`src/rtl/hdfb_pkg.sv`:
```
`timescale 1ns / 1ps
// ----------------------------------------------------------------------------
// hdfb_pkg
// Shared types, codes and reset values of the half-duplex frame buffer.
// ----------------------------------------------------------------------------
package hdfb_pkg;

  // Default depth of the shared byte store
  localparam int HDFB_BUFF_DEPTH = 64;

  // Configuration port geometry
  localparam int CFG_IDX_W  = 2;
  localparam int CFG_DATA_W = 16;

  // Configuration register indexes
  localparam logic [CFG_IDX_W-1:0] CFG_RX_IDLE_TICKS   = 2'd0;
  localparam logic [CFG_IDX_W-1:0] CFG_ALIVE_TICKS     = 2'd1;
  localparam logic [CFG_IDX_W-1:0] CFG_SHORT_FRAME_LEN = 2'd2;

  // Configuration reset values
  localparam logic [7:0]  RX_IDLE_TICKS_RST   = 8'd5;
  localparam logic [15:0] ALIVE_TICKS_RST     = 16'd2000;
  localparam logic [5:0]  SHORT_FRAME_LEN_RST = 6'd8;

  // Event codes carried in the action field
  localparam logic [2:0] ACT_RX_BYTE     = 3'd0;
  localparam logic [2:0] ACT_MS_TICK     = 3'd1;
  localparam logic [2:0] ACT_TX_APPEND   = 3'd2;
  localparam logic [2:0] ACT_TX_READY    = 3'd3;
  localparam logic [2:0] ACT_TX_COMPLETE = 3'd4;
  localparam logic [2:0] ACT_RELEASE     = 3'd5;

  // Input beat
  typedef struct packed {
    logic [2:0] action;
    logic [7:0] data;
  } in_item_t;

  // Result beat
  typedef struct packed {
    logic       tx_valid;
    logic [7:0] tx_byte;
    logic       driver_enable;
    logic       frame_ready;
    logic       short_frame;
    logic [5:0] rx_count;
    logic       link_alive;
  } out_item_t;

endpackage

```
`src/rtl/half_duplex_frame_buffer.sv`:
```
`timescale 1ns / 1ps
// ----------------------------------------------------------------------------
// half_duplex_frame_buffer
// Serial frame buffer with one byte store shared by receive and transmit,
// idle-timeout frame closing and a link-alive timer.
//
//   channel | ports                              | beat
//   --------+------------------------------------+-------------------------
//   input   | in_valid, in_stall, in_item        | one event (action, data)
//   result  | out_valid, out_stall, out_item     | one status/tx beat
//   config  | cfg_we, cfg_index, cfg_data        | one register write
//
// Each accepted event moves from the input register through one pass of
// event logic into the result register; the store read for a tx-ready event
// lands in the store's read register at the same edge.
// One event is accepted per cycle while the result side keeps up.
// Reset is synchronous; the store needs no clearing pass.
// A stalled result holds; input stalls only when both stages are full.
// ----------------------------------------------------------------------------
module half_duplex_frame_buffer #(
  parameter int BUFF_DEPTH = hdfb_pkg::HDFB_BUFF_DEPTH
) (
  input  logic                            clk,
  input  logic                            rst_n,
  input  logic                            in_valid,
  output logic                            in_stall,
  input  hdfb_pkg::in_item_t              in_item,
  output logic                            out_valid,
  input  logic                            out_stall,
  output hdfb_pkg::out_item_t             out_item,
  input  logic                            cfg_we,
  input  logic [hdfb_pkg::CFG_IDX_W-1:0]  cfg_index,
  input  logic [hdfb_pkg::CFG_DATA_W-1:0] cfg_data
);
  import hdfb_pkg::*;

  localparam int AW = $clog2(BUFF_DEPTH);

  logic          s1_valid;
  in_item_t      s1_item;
  logic          adv;
  logic          st_we, st_re;
  logic [AW-1:0] st_waddr, st_raddr;
  logic [7:0]    st_wdata, st_rdata;
  out_item_t     res_nxt;
  logic          rd_sel_nxt;
  logic          out_valid_r;
  out_item_t     out_r;
  logic          rd_sel_r;

  // Advance the held beat when the result register is free
  assign adv = s1_valid && (!out_valid_r || !out_stall);

  hdfb_in_reg u_in_reg (
    .clk      (clk),
    .rst_n    (rst_n),
    .in_valid (in_valid),
    .in_stall (in_stall),
    .in_item  (in_item),
    .adv      (adv),
    .s1_valid (s1_valid),
    .s1_item  (s1_item)
  );

  hdfb_ctrl #(
    .BUFF_DEPTH (BUFF_DEPTH)
  ) u_ctrl (
    .clk        (clk),
    .rst_n      (rst_n),
    .cfg_we     (cfg_we),
    .cfg_index  (cfg_index),
    .cfg_data   (cfg_data),
    .adv        (adv),
    .s1_item    (s1_item),
    .st_we      (st_we),
    .st_waddr   (st_waddr),
    .st_wdata   (st_wdata),
    .st_re      (st_re),
    .st_raddr   (st_raddr),
    .res_nxt    (res_nxt),
    .rd_sel_nxt (rd_sel_nxt)
  );

  hdfb_store #(
    .BUFF_DEPTH (BUFF_DEPTH)
  ) u_store (
    .clk   (clk),
    .we    (st_we),
    .waddr (st_waddr),
    .wdata (st_wdata),
    .re    (st_re),
    .raddr (st_raddr),
    .rdata (st_rdata)
  );

  // Hold the result beat until it is taken
  always_ff @(posedge clk) begin
    if (!rst_n) begin
      out_valid_r <= 1'b0;
    end else if (adv) begin
      out_valid_r <= 1'b1;
    end else if (!out_stall) begin
      out_valid_r <= 1'b0;
    end
  end

  always_ff @(posedge clk) begin
    if (adv) begin
      out_r    <= res_nxt;
      rd_sel_r <= rd_sel_nxt;
    end
  end

  // Take the transmit byte from the store read register on a ready event
  always_comb begin
    out_item = out_r;
    if (rd_sel_r) begin
      out_item.tx_byte = st_rdata;
    end
  end

  assign out_valid = out_valid_r;

endmodule

```
`src/rtl/hdfb_in_reg.sv`:
```
`timescale 1ns / 1ps
// ----------------------------------------------------------------------------
// hdfb_in_reg
// Input register: captures one beat and holds it until the event logic
// advances it into the result register.
// ----------------------------------------------------------------------------
module hdfb_in_reg (
  input  logic              clk,
  input  logic              rst_n,
  input  logic              in_valid,
  output logic              in_stall,
  input  hdfb_pkg::in_item_t in_item,
  input  logic              adv,
  output logic              s1_valid,
  output hdfb_pkg::in_item_t s1_item
);
  import hdfb_pkg::*;

  logic     s1_valid_r;
  in_item_t s1_item_r;

  // Stall while a held beat cannot move on
  assign in_stall = s1_valid_r && !adv;
  assign s1_valid = s1_valid_r;
  assign s1_item  = s1_item_r;

  // Load a new beat whenever the stage is empty or drains this cycle
  always_ff @(posedge clk) begin
    if (!rst_n) begin
      s1_valid_r <= 1'b0;
    end else if (!in_stall) begin
      s1_valid_r <= in_valid;
    end
  end

  always_ff @(posedge clk) begin
    if (in_valid && !in_stall) begin
      s1_item_r <= in_item;
    end
  end

endmodule

```
`src/rtl/hdfb_store.sv`:
```
`timescale 1ns / 1ps
// ----------------------------------------------------------------------------
// hdfb_store
// Shared byte store: one write port, one read port with registered data.
// ----------------------------------------------------------------------------
module hdfb_store #(
  parameter int BUFF_DEPTH = hdfb_pkg::HDFB_BUFF_DEPTH
) (
  input  logic                          clk,
  input  logic                          we,
  input  logic [$clog2(BUFF_DEPTH)-1:0] waddr,
  input  logic [7:0]                    wdata,
  input  logic                          re,
  input  logic [$clog2(BUFF_DEPTH)-1:0] raddr,
  output logic [7:0]                    rdata
);
  import hdfb_pkg::*;

  logic [7:0] mem [BUFF_DEPTH];
  logic [7:0] rdata_r;

  assign rdata = rdata_r;

  // Write and read; the read data holds until the next read
  always_ff @(posedge clk) begin
    if (we) begin
      mem[waddr] <= wdata;
    end
    if (re) begin
      rdata_r <= mem[raddr];
    end
  end

endmodule

```
`src/rtl/hdfb_ctrl.sv`:
```
`timescale 1ns / 1ps
// ----------------------------------------------------------------------------
// hdfb_ctrl
// Event logic: configuration registers, receive and transmit state, store
// access commands and the next result beat.
// ----------------------------------------------------------------------------
module hdfb_ctrl #(
  parameter int BUFF_DEPTH = hdfb_pkg::HDFB_BUFF_DEPTH
) (
  input  logic                                clk,
  input  logic                                rst_n,
  input  logic                                cfg_we,
  input  logic [hdfb_pkg::CFG_IDX_W-1:0]      cfg_index,
  input  logic [hdfb_pkg::CFG_DATA_W-1:0]     cfg_data,
  input  logic                                adv,
  input  hdfb_pkg::in_item_t                  s1_item,
  output logic                                st_we,
  output logic [$clog2(BUFF_DEPTH)-1:0]       st_waddr,
  output logic [7:0]                          st_wdata,
  output logic                                st_re,
  output logic [$clog2(BUFF_DEPTH)-1:0]       st_raddr,
  output hdfb_pkg::out_item_t                 res_nxt,
  output logic                                rd_sel_nxt
);
  import hdfb_pkg::*;

  localparam int AW = $clog2(BUFF_DEPTH);
  localparam int CW = $clog2(BUFF_DEPTH + 1);
  localparam int LW = (AW > 6) ? AW : 6;
  localparam logic [AW-1:0] RX_LAST = AW'(BUFF_DEPTH - 1);
  localparam logic [CW-1:0] TX_TOP  = CW'(BUFF_DEPTH);

  // Configuration
  logic [7:0]  rx_idle_ticks_r;
  logic [15:0] alive_ticks_r;
  logic [5:0]  short_len_r;

  // Event state
  logic [AW-1:0] rx_fill_r, rx_fill_nxt, rx_inc;
  logic          closed_r, closed_nxt;
  logic          short_r, short_nxt;
  logic [7:0]    idle_r, idle_nxt;
  logic [15:0]   alive_r, alive_nxt;
  logic [CW-1:0] tx_fill_r, tx_fill_nxt;
  logic [CW-1:0] tx_sent_r, tx_sent_nxt;
  logic          active_r, active_nxt;
  logic          ready_en_r, ready_en_nxt;
  logic          armed_r, armed_nxt;
  logic          send;
  logic [7:0]    send_byte;

  // Write configuration registers
  always_ff @(posedge clk) begin
    if (!rst_n) begin
      rx_idle_ticks_r <= RX_IDLE_TICKS_RST;
      alive_ticks_r   <= ALIVE_TICKS_RST;
      short_len_r     <= SHORT_FRAME_LEN_RST;
    end else if (cfg_we) begin
      unique case (cfg_index)
        CFG_RX_IDLE_TICKS:   rx_idle_ticks_r <= cfg_data[7:0];
        CFG_ALIVE_TICKS:     alive_ticks_r   <= cfg_data[15:0];
        CFG_SHORT_FRAME_LEN: short_len_r     <= cfg_data[5:0];
        default: ;
      endcase
    end
  end

  assign rx_inc = rx_fill_r + 1'b1;

  // Decode one event into next state and store access
  always_comb begin
    rx_fill_nxt  = rx_fill_r;
    closed_nxt   = closed_r;
    short_nxt    = short_r;
    idle_nxt     = idle_r;
    alive_nxt    = alive_r;
    tx_fill_nxt  = tx_fill_r;
    tx_sent_nxt  = tx_sent_r;
    active_nxt   = active_r;
    ready_en_nxt = ready_en_r;
    armed_nxt    = armed_r;
    send         = 1'b0;
    send_byte    = 8'd0;
    rd_sel_nxt   = 1'b0;
    st_we        = 1'b0;
    st_waddr     = rx_fill_r;
    st_wdata     = s1_item.data;
    st_re        = 1'b0;
    st_raddr     = tx_sent_r[AW-1:0];

    unique case (s1_item.action)
      ACT_RX_BYTE: begin
        alive_nxt = alive_ticks_r;
        if (!closed_r) begin
          idle_nxt = rx_idle_ticks_r;
          if (rx_fill_r < RX_LAST) begin
            st_we       = adv;
            st_waddr    = rx_fill_r;
            rx_fill_nxt = rx_inc;
            if (LW'(rx_inc) == LW'(short_len_r)) begin
              short_nxt = 1'b1;
            end
            if (rx_inc == RX_LAST) begin
              closed_nxt = 1'b1;
            end
          end
        end
      end
      ACT_MS_TICK: begin
        if (idle_r != 8'd0) begin
          idle_nxt = idle_r - 8'd1;
          if (idle_r == 8'd1 && rx_fill_r != '0) begin
            closed_nxt = 1'b1;
          end
        end
        if (alive_r != 16'd0) begin
          alive_nxt = alive_r - 16'd1;
        end
      end
      ACT_TX_APPEND: begin
        if (!active_r) begin
          // Start a transmission and send the first byte right away
          active_nxt   = 1'b1;
          st_we        = adv;
          st_waddr     = '0;
          tx_fill_nxt  = CW'(1);
          tx_sent_nxt  = CW'(1);
          ready_en_nxt = 1'b1;
          send         = 1'b1;
          send_byte    = s1_item.data;
        end else if (tx_fill_r < TX_TOP) begin
          st_we       = adv;
          st_waddr    = tx_fill_r[AW-1:0];
          tx_fill_nxt = tx_fill_r + 1'b1;
        end
      end
      ACT_TX_READY: begin
        if (ready_en_r) begin
          if (tx_sent_r < tx_fill_r && tx_sent_r < TX_TOP) begin
            send        = 1'b1;
            rd_sel_nxt  = 1'b1;
            st_re       = adv;
            tx_sent_nxt = tx_sent_r + 1'b1;
          end else begin
            ready_en_nxt = 1'b0;
            armed_nxt    = 1'b1;
          end
        end
      end
      ACT_TX_COMPLETE: begin
        if (armed_r) begin
          active_nxt = 1'b0;
          armed_nxt  = 1'b0;
        end
      end
      ACT_RELEASE: begin
        rx_fill_nxt = '0;
        closed_nxt  = 1'b0;
        short_nxt   = 1'b0;
        idle_nxt    = 8'd0;
      end
      default: ;
    endcase
  end

  // Build the result beat from the updated state
  always_comb begin
    res_nxt.tx_valid      = send;
    res_nxt.tx_byte       = send_byte;
    res_nxt.driver_enable = active_nxt;
    res_nxt.frame_ready   = closed_nxt;
    res_nxt.short_frame   = short_nxt;
    res_nxt.rx_count      = 6'(rx_fill_nxt);
    res_nxt.link_alive    = (alive_nxt != 16'd0);
  end

  // Commit state when the beat advances
  always_ff @(posedge clk) begin
    if (!rst_n) begin
      rx_fill_r  <= '0;
      closed_r   <= 1'b0;
      short_r    <= 1'b0;
      idle_r     <= 8'd0;
      alive_r    <= 16'd0;
      tx_fill_r  <= '0;
      tx_sent_r  <= '0;
      active_r   <= 1'b0;
      ready_en_r <= 1'b0;
      armed_r    <= 1'b0;
    end else if (adv) begin
      rx_fill_r  <= rx_fill_nxt;
      closed_r   <= closed_nxt;
      short_r    <= short_nxt;
      idle_r     <= idle_nxt;
      alive_r    <= alive_nxt;
      tx_fill_r  <= tx_fill_nxt;
      tx_sent_r  <= tx_sent_nxt;
      active_r   <= active_nxt;
      ready_en_r <= ready_en_nxt;
      armed_r    <= armed_nxt;
    end
  end

endmodule

```
`config.mk`:
```
export PLATFORM = sky130hd
export DESIGN_NAME = half_duplex_frame_buffer
export DESIGN_NICKNAME = d
export VERILOG_FILES = /design/src/rtl/hdfb_pkg.sv /design/src/rtl/half_duplex_frame_buffer.sv /design/src/rtl/hdfb_in_reg.sv /design/src/rtl/hdfb_store.sv /design/src/rtl/hdfb_ctrl.sv
export SDC_FILE = /design/constraint.sdc
export NUM_CORES = 1
export LEC_CHECK = 0
export BUFFER_PORTS_ARGS = -buffer_cell sky130_fd_sc_hd__buf_2
export CORE_ASPECT_RATIO = 0.7
export CORE_MARGIN = 8
export CORE_UTILIZATION = 58
export DETAILED_ROUTE_END_ITERATION = 6
export PLACE_DENSITY = 0.84
export SLEW_MARGIN = 5
export SYNTH_ARGS = -nofsm -noshare
export SYNTH_HDL_FRONTEND = slang
export SYNTH_SLANG_ARGS = --single-unit
```
`constraint.sdc`:
```
create_clock -name clk -period 8.55 [get_ports clk]
set_input_delay 0 -clock clk [delete_from_list [all_inputs] [get_ports clk]]
set_output_delay 0 -clock clk [all_outputs]
set_load 0.02 [all_outputs]
```
Word level (Yosys, flattened, before mapping)

Memories as Yosys holds them, arrays and structs flattened. A register that Yosys moved wholly into a read port is not among the register bits.
Index checks and enable logic that the tools add are counted.

Muxes and demuxes: 51
Bitwise operators: 1
Equality and inequality tests: 18
Magnitude comparators: 4
Add/sub/neg operators: 5
Reductions and logical operators: 28

Operators with widths:

| cell                    | number |
|---|---|
| $mux W7                 | 5 |
| $pmux W16 S2            | 1 |
| $reduce_bool A16 Y1     | 2 |
| $mux W6                 | 5 |
| $mux W1                 | 26 |
| $mux W8                 | 3 |
| $pmux W8 S3             | 1 |
| $mux W16                | 1 |
| $sub A16 B1 Y16 const B | 1 |
| $add A7 B1 Y7 const B   | 2 |
| $lt A7 B7 Y1 const B    | 2 |
| $pmux W7 S2             | 1 |
| $pmux W1 S2             | 6 |
| $pmux W6 S2             | 1 |
| $eq A8 B1 Y1 const B    | 1 |
| $ne A2 B1 Y1 const B    | 4 |
| $ne A2 B2 Y1 const B    | 4 |
| $reduce_and A4 Y1       | 2 |
| $reduce_bool A8 Y1      | 1 |
| $sub A8 B1 Y8 const B   | 1 |
| $lt A7 B7 Y1            | 1 |
| $add A6 B1 Y6 const B   | 1 |
| $eq A3 B2 Y1 const B    | 2 |
| $eq A3 B3 Y1 const B    | 2 |
| other kinds (20)        | 31 |

Memories: 1
Flip-flop bits (word level): 112
Output and inout port bits: 21
Bits in writable memories: 512
Logic and storage cells: 133
Input port bits: 34

Memory list:

| memory      | depth | width | read ports | clocked after Yosys merged registers in | write ports | line             | text |
|---|---|---|---|---|---|---|---|
| u_store.mem | 64    | 8     | 1          | 1                                       | 1           | hdfb_store.sv:19 | `logic [7:0] mem [BUFF_DEPTH];` |

Longest topological paths before layout

Depth after elaboration: 8
Gate-level depth with buffers: 10
Mapped depth without buffers: 9

By module

A second synthesis with hierarchy kept.

Cell total of the unflattened synthesis: 1604
Area total of the unflattened synthesis: 26167.6 um^2

By module, submodules not included:

| module                   | cells each | seq. area each (um^2) | instances | area each (um^2) |
|---|---|---|---|---|
| hdfb_store               | 940        | 15615.0               | 1         | 20246.9 |
| hdfb_ctrl                | 605        | 1581.5                | 1         | 4689.5 |
| half_duplex_frame_buffer | 44         | 620.6                 | 1         | 853.3 |
| hdfb_in_reg              | 15         | 350.3                 | 1         | 377.9 |

Worst setup path before layout

Ideal clock, no wire load.

Kind: flip-flop to flip-flop
Start: register u_in_reg.s1_item_r, in the netlist u_in_reg.s1_item[8]
End: memory u_store.mem[0][0] (enable)
Clock period less this slack: 2.709 ns
Stages on the path, launching flop included: 8
Path slack: 5.841 ns
Library setup time: 0.370 ns
Path buffers: 2
Data required time: 8.180 ns
Data arrival time: 2.339 ns
Cells stage by stage: edfxtp_1 > buf_2 > or3b_2 > buf_2 > a22oi_1 > and2b_1 > nand3_1 > nor2_1

Longest elaborated chain between the ends: 4
Elaborated cells between the ends (all ways): 6
Those cells by class: eq/ne (1); mux (4); reduce/logical (1)

RTL lines:

| what                                                    | line              | text |
|---|---|---|
| from (decl)                                             | hdfb_in_reg.sv:20 | `in_item_t s1_item_r;` |
| from (signal assigned)                                  | hdfb_in_reg.sv:38 | `s1_item_r <= in_item;` |
| $eq A3 B2 Y1 / $logic_not A3 Y1 (equally long branches) | hdfb_ctrl.sv:91   | `unique case (s1_item.action)` |
| $pmux W1 S2                                             | hdfb_ctrl.sv:91   |  |
| $mux W1                                                 | hdfb_store.sv:26  | `if (we) begin` |
| $mux W1 (not written as such)                           | hdfb_store.sv:27  | `mem[waddr] <= wdata;` |
| to (decl)                                               | hdfb_store.sv:19  |  |

Parallel ways exist; a longest one is shown, timed or not.

Worst setup path after layout

Start: register u_in_reg.s1_item_r, in the netlist u_in_reg.s1_item[8]
End: memory u_store.mem[29][6] (enable)

Same word-level chain as after synthesis.

==> flow_summary_export.csv <==
group,metric,value,unit
sta,rsz0062_at_grt,"false",
sta,max_freq,248,MHz
sta,hold_viol_final,0,
place,routabilityCongestion,1.01,
clock_tree,cts_tree,"done",
drt,via_count,15100,
cells_and_area,fin_cells,2239,
power_and_ir_drop,p_sw,1.32,mW
drt,routed_via_density,6.75,
clock_tree,htree_levels,2,
clock_tree,cts_root_buf,"clkbuf_16",
power_and_ir_drop,powerDensity,214,mW/mm²
min_path,worstHoldPathType,"input pin to register",
place,place_hpwl,39800,µm
clock_tree,clkSlewWorstSetupHoldPaths,0.07,ns
power_and_ir_drop,seqPwrFrac,55.4,%
sta,fin_crit_sh,47.1,%
yosys,syn_avg_cell_area,17.0,µm²
global_route,grt.overflow.total,0,
yosys,syn_nets,1574,
setup_path,worst-r2r-setup-slack,4.52,ns
place,port_buffers,54,
drt,wl_per_cell,29.0,µm
clock_tree,cts_sinks,632,
yosys,yosysMostFrequentCell,"edfxtp_1",
sta,setup_viol,0,
power_and_ir_drop,combPwrFrac,4.4,%
place,placed_cells,2097,
yosys,yosys.area.top_type_share,63.9,%
yosys,synthArstFlopShare,0,%
drt,first_iter_violations,2649,
power_and_ir_drop,p_sw_share,21.5,%
setup_path,crit_arrival,4.24,ns
floorplanning,dieHeight,193,µm
yosys,synth_edf_count,551,
setup_path,cp-start-kind,"register",
yosys,yosys_warnings,0,
floorplanning,die-area,0.0518,mm²
sta,hold_ws,0.0239,ns
global_route,grt_pass1_wl,96000,µm
status,status,"completed",
clock_tree,clk_path_buf_depth,3,
run,cap_violations,0,
cells_and_area,area_delta_synth_final,11.0,%
floorplanning,rows,64,
yosys,synthesis.area,0.0259,mm²
floorplanning,die_w,269,µm
place,place_ws,4.71,ns
drt,drc,0,
floorplanning,pin_count,55,
power_and_ir_drop,finalPower,6.14,mW
power_and_ir_drop,peakVddDrop,0.000211,V
cells_and_area,final_nets,1646,
yosys,synth_ff_type,"edfxtp_1",
global_route,grt_max_degree,135,
power_and_ir_drop,p_leak,8.96,nW
clock_tree,clk_latency,0.60,ns
sta,fin_skew,0.0282,ns
floorplanning,start_util,59.0,%
sta,drv_slew,0,
cells_and_area,fill_cells,2865,
drt,firstDrtPassIters,6,
global_route,grtUsageTotal,25.1,%
yosys,synth-seq-cells,632,
setup_path,crit_fanout,27,
yosys,synth_cell_type_count,75,
clock_tree,numCtsBuffers,55,
yosys,syn-instance-count,1526,
setup_path,worstSetupPathType,"register to register",
yosys,synthTopCellsByArea,"edfxtp_1 64%, mux4_2 14%, dfxtp_1 6.3%",
global_route,grt_antenna_before_repair,0,
yosys,yosysSeqAreaShare,70.1,%
sta,slew_headroom,21.1,%
sta,finalCriticalPeriod,4.03,ns
setup_path,worstPathRequired,8.77,ns
setup_path,endpoint_kind,"register",
yosys,synthTopCellsByCount,"551 x edfxtp_1, 160 x mux4_2, 145 x nor2_1, 105 x nand2_1, 81 x dfxtp_1",
drt,ant_nets,0,
cells_and_area,drive_above_1_share,21.3,%
drt,wl,65000,µm
power_and_ir_drop,internal_power,4.82,mW
floorplanning,core-area,0.0439,mm²
global_route,grt_pass1_vias,14500,
yosys,yosys.area.top_type,"edfxtp_1",
sta,tightest_slew,1.18,ns
sta,setup_slack,4.52,ns
sta,tns,0,ns
power_and_ir_drop,clockPowerShare,40.2,%
timing repair:
action / in CTS / in global routing
hold endpoints to repair: 46 / 0
buffers inserted: 0 / 0
resized for setup: 0 / 0
hold buffers: 38 / 0
cells in the final DEF (no fill, tap or decap), types with 13 or more instances in the layout:
| cell type | count |
|---|---|
| a21oi_1 | 49 |
| o21ai_0 | 26 |
| mux4_2 | 160 |
| nor2_1 | 145 |
| ha_1 | 14 |
| a22oi_1 | 23 |
| inv_1 | 18 |
| dfxtp_1 | 78 |
| nand3_1 | 35 |
| buf_4 | 18 |
| nor3_1 | 19 |
| and2_1 | 13 |
| nand2_1 | 105 |
| clkbuf_16 | 56 |
| buf_2 | 54 |
| dlygate4sd3_1 | 38 |
| mux2i_1 | 16 |
| edfxtp_1 | 551 |
| nand4_1 | 18 |
| a211oi_1 | 13 |
power groups by stage:
| stage | Sequential, mW | Combinational [mW] | Clock, mW |
|---|---|---|---|
| floorplan | 3.47 | 0.152 | 0 |
| global placement | 3.47 | 0.239 | 0 |
| detailed placement | 3.47 | 0.245 | 0 |
| CTS | 3.40 | 0.262 | 2.48 |
| global route | 3.40 | 0.286 | 2.59 |
| finish | 3.40 | 0.270 | 2.47 |
critical path, stage by stage, from the launching register on:
cell and delay, ns:
edfxtp_1 0.79, or3_1 0.67, nor2_2 0.23, nand2_1 0.16, a21oi_2 0.42, nand4_1 0.50
nor2_1 0.86
area by class of cell:
type	count	area, µm²	share of cell area, %
Timing Repair Buffer	111	806	2.80
Multi-Input combinational cell	778	7180	25.0
Tap cell	594	743	2.59
Sequential cell	632	18200	63.2
Clock inverter	31	268	0.931
Inverter	20	75.1	0.261
Clock buffer	72	1500	5.22
Antenna cell	1	2.50	0.00870
sequential cells by signal (all words and copies together) (netlist names), 7 cells and up:
register / count
u_ctrl.tx_sent_r: 7
out_item: 11
out_r: 8
u_ctrl.alive_ticks_r: 16
u_ctrl.idle_r: 8
u_store.mem: 512
u_ctrl.tx_fill_r: 7
u_store.rdata: 8
u_ctrl.alive_r: 16
u_in_reg.s1_item: 11
u_ctrl.rx_idle_ticks_r: 8
routing by layer:
layer / vias to the layer above / track usage (%) / share of wire [%]
met5: - / 0 / 0
met4: 0 / 5.25 / 2.2
met3: 134 / 7.13 / 14
met2: 1189 / 36.5 / 44
met1: 7607 / 37.8 / 39
li1: 6192 / - / -
path summary, 6_finish.rpt:
path                                          startpoint                         to  cells after the start
worst min-delay path                        cfg_index[1]  u_ctrl.rx_idle_ticks_r[5]                      5
worst max-delay path                 u_in_reg.s1_item[8]         u_store.mem[29][6]                      6
worst max register to register       u_in_reg.s1_item[8]         u_store.mem[29][6]                      6
worst min register to register  u_ctrl.alive_ticks_r[12]   u_ctrl.alive_ticks_r[12]                      2
kinds of logic (layout without fill, tap and decap cells):
| group | Yosys count | in the layout | share of synthesized area (%) |
|---|---|---|---|
| buf+inv | 116 | 234 | 2.17 |
| xor+xnor | 18 | 18 | 0.609 |
| mux | 184 | 184 | 14.9 |
| fa+ha+maj | 14 | 14 | 0.676 |
| compound gates | 168 | 168 | 4.35 |
| simple gates | 394 | 394 | 7.19 |
| other cells | 0 | 1 | 0 |
| flops | 632 | 632 | 70.1 |
through the flow:
step | utilization, % | area, µm²
2_1_floorplan | - | 25900
3_3_place_gp | 60.6 | 26600
3_5_place_dp | 60.6 | 26600
4_1_cts | 65.5 | 28700
5_1_grt | 65.5 | 28700
6_report | 65.5 | 28700
No activity file was read; power rests on OpenSTA's default activity.
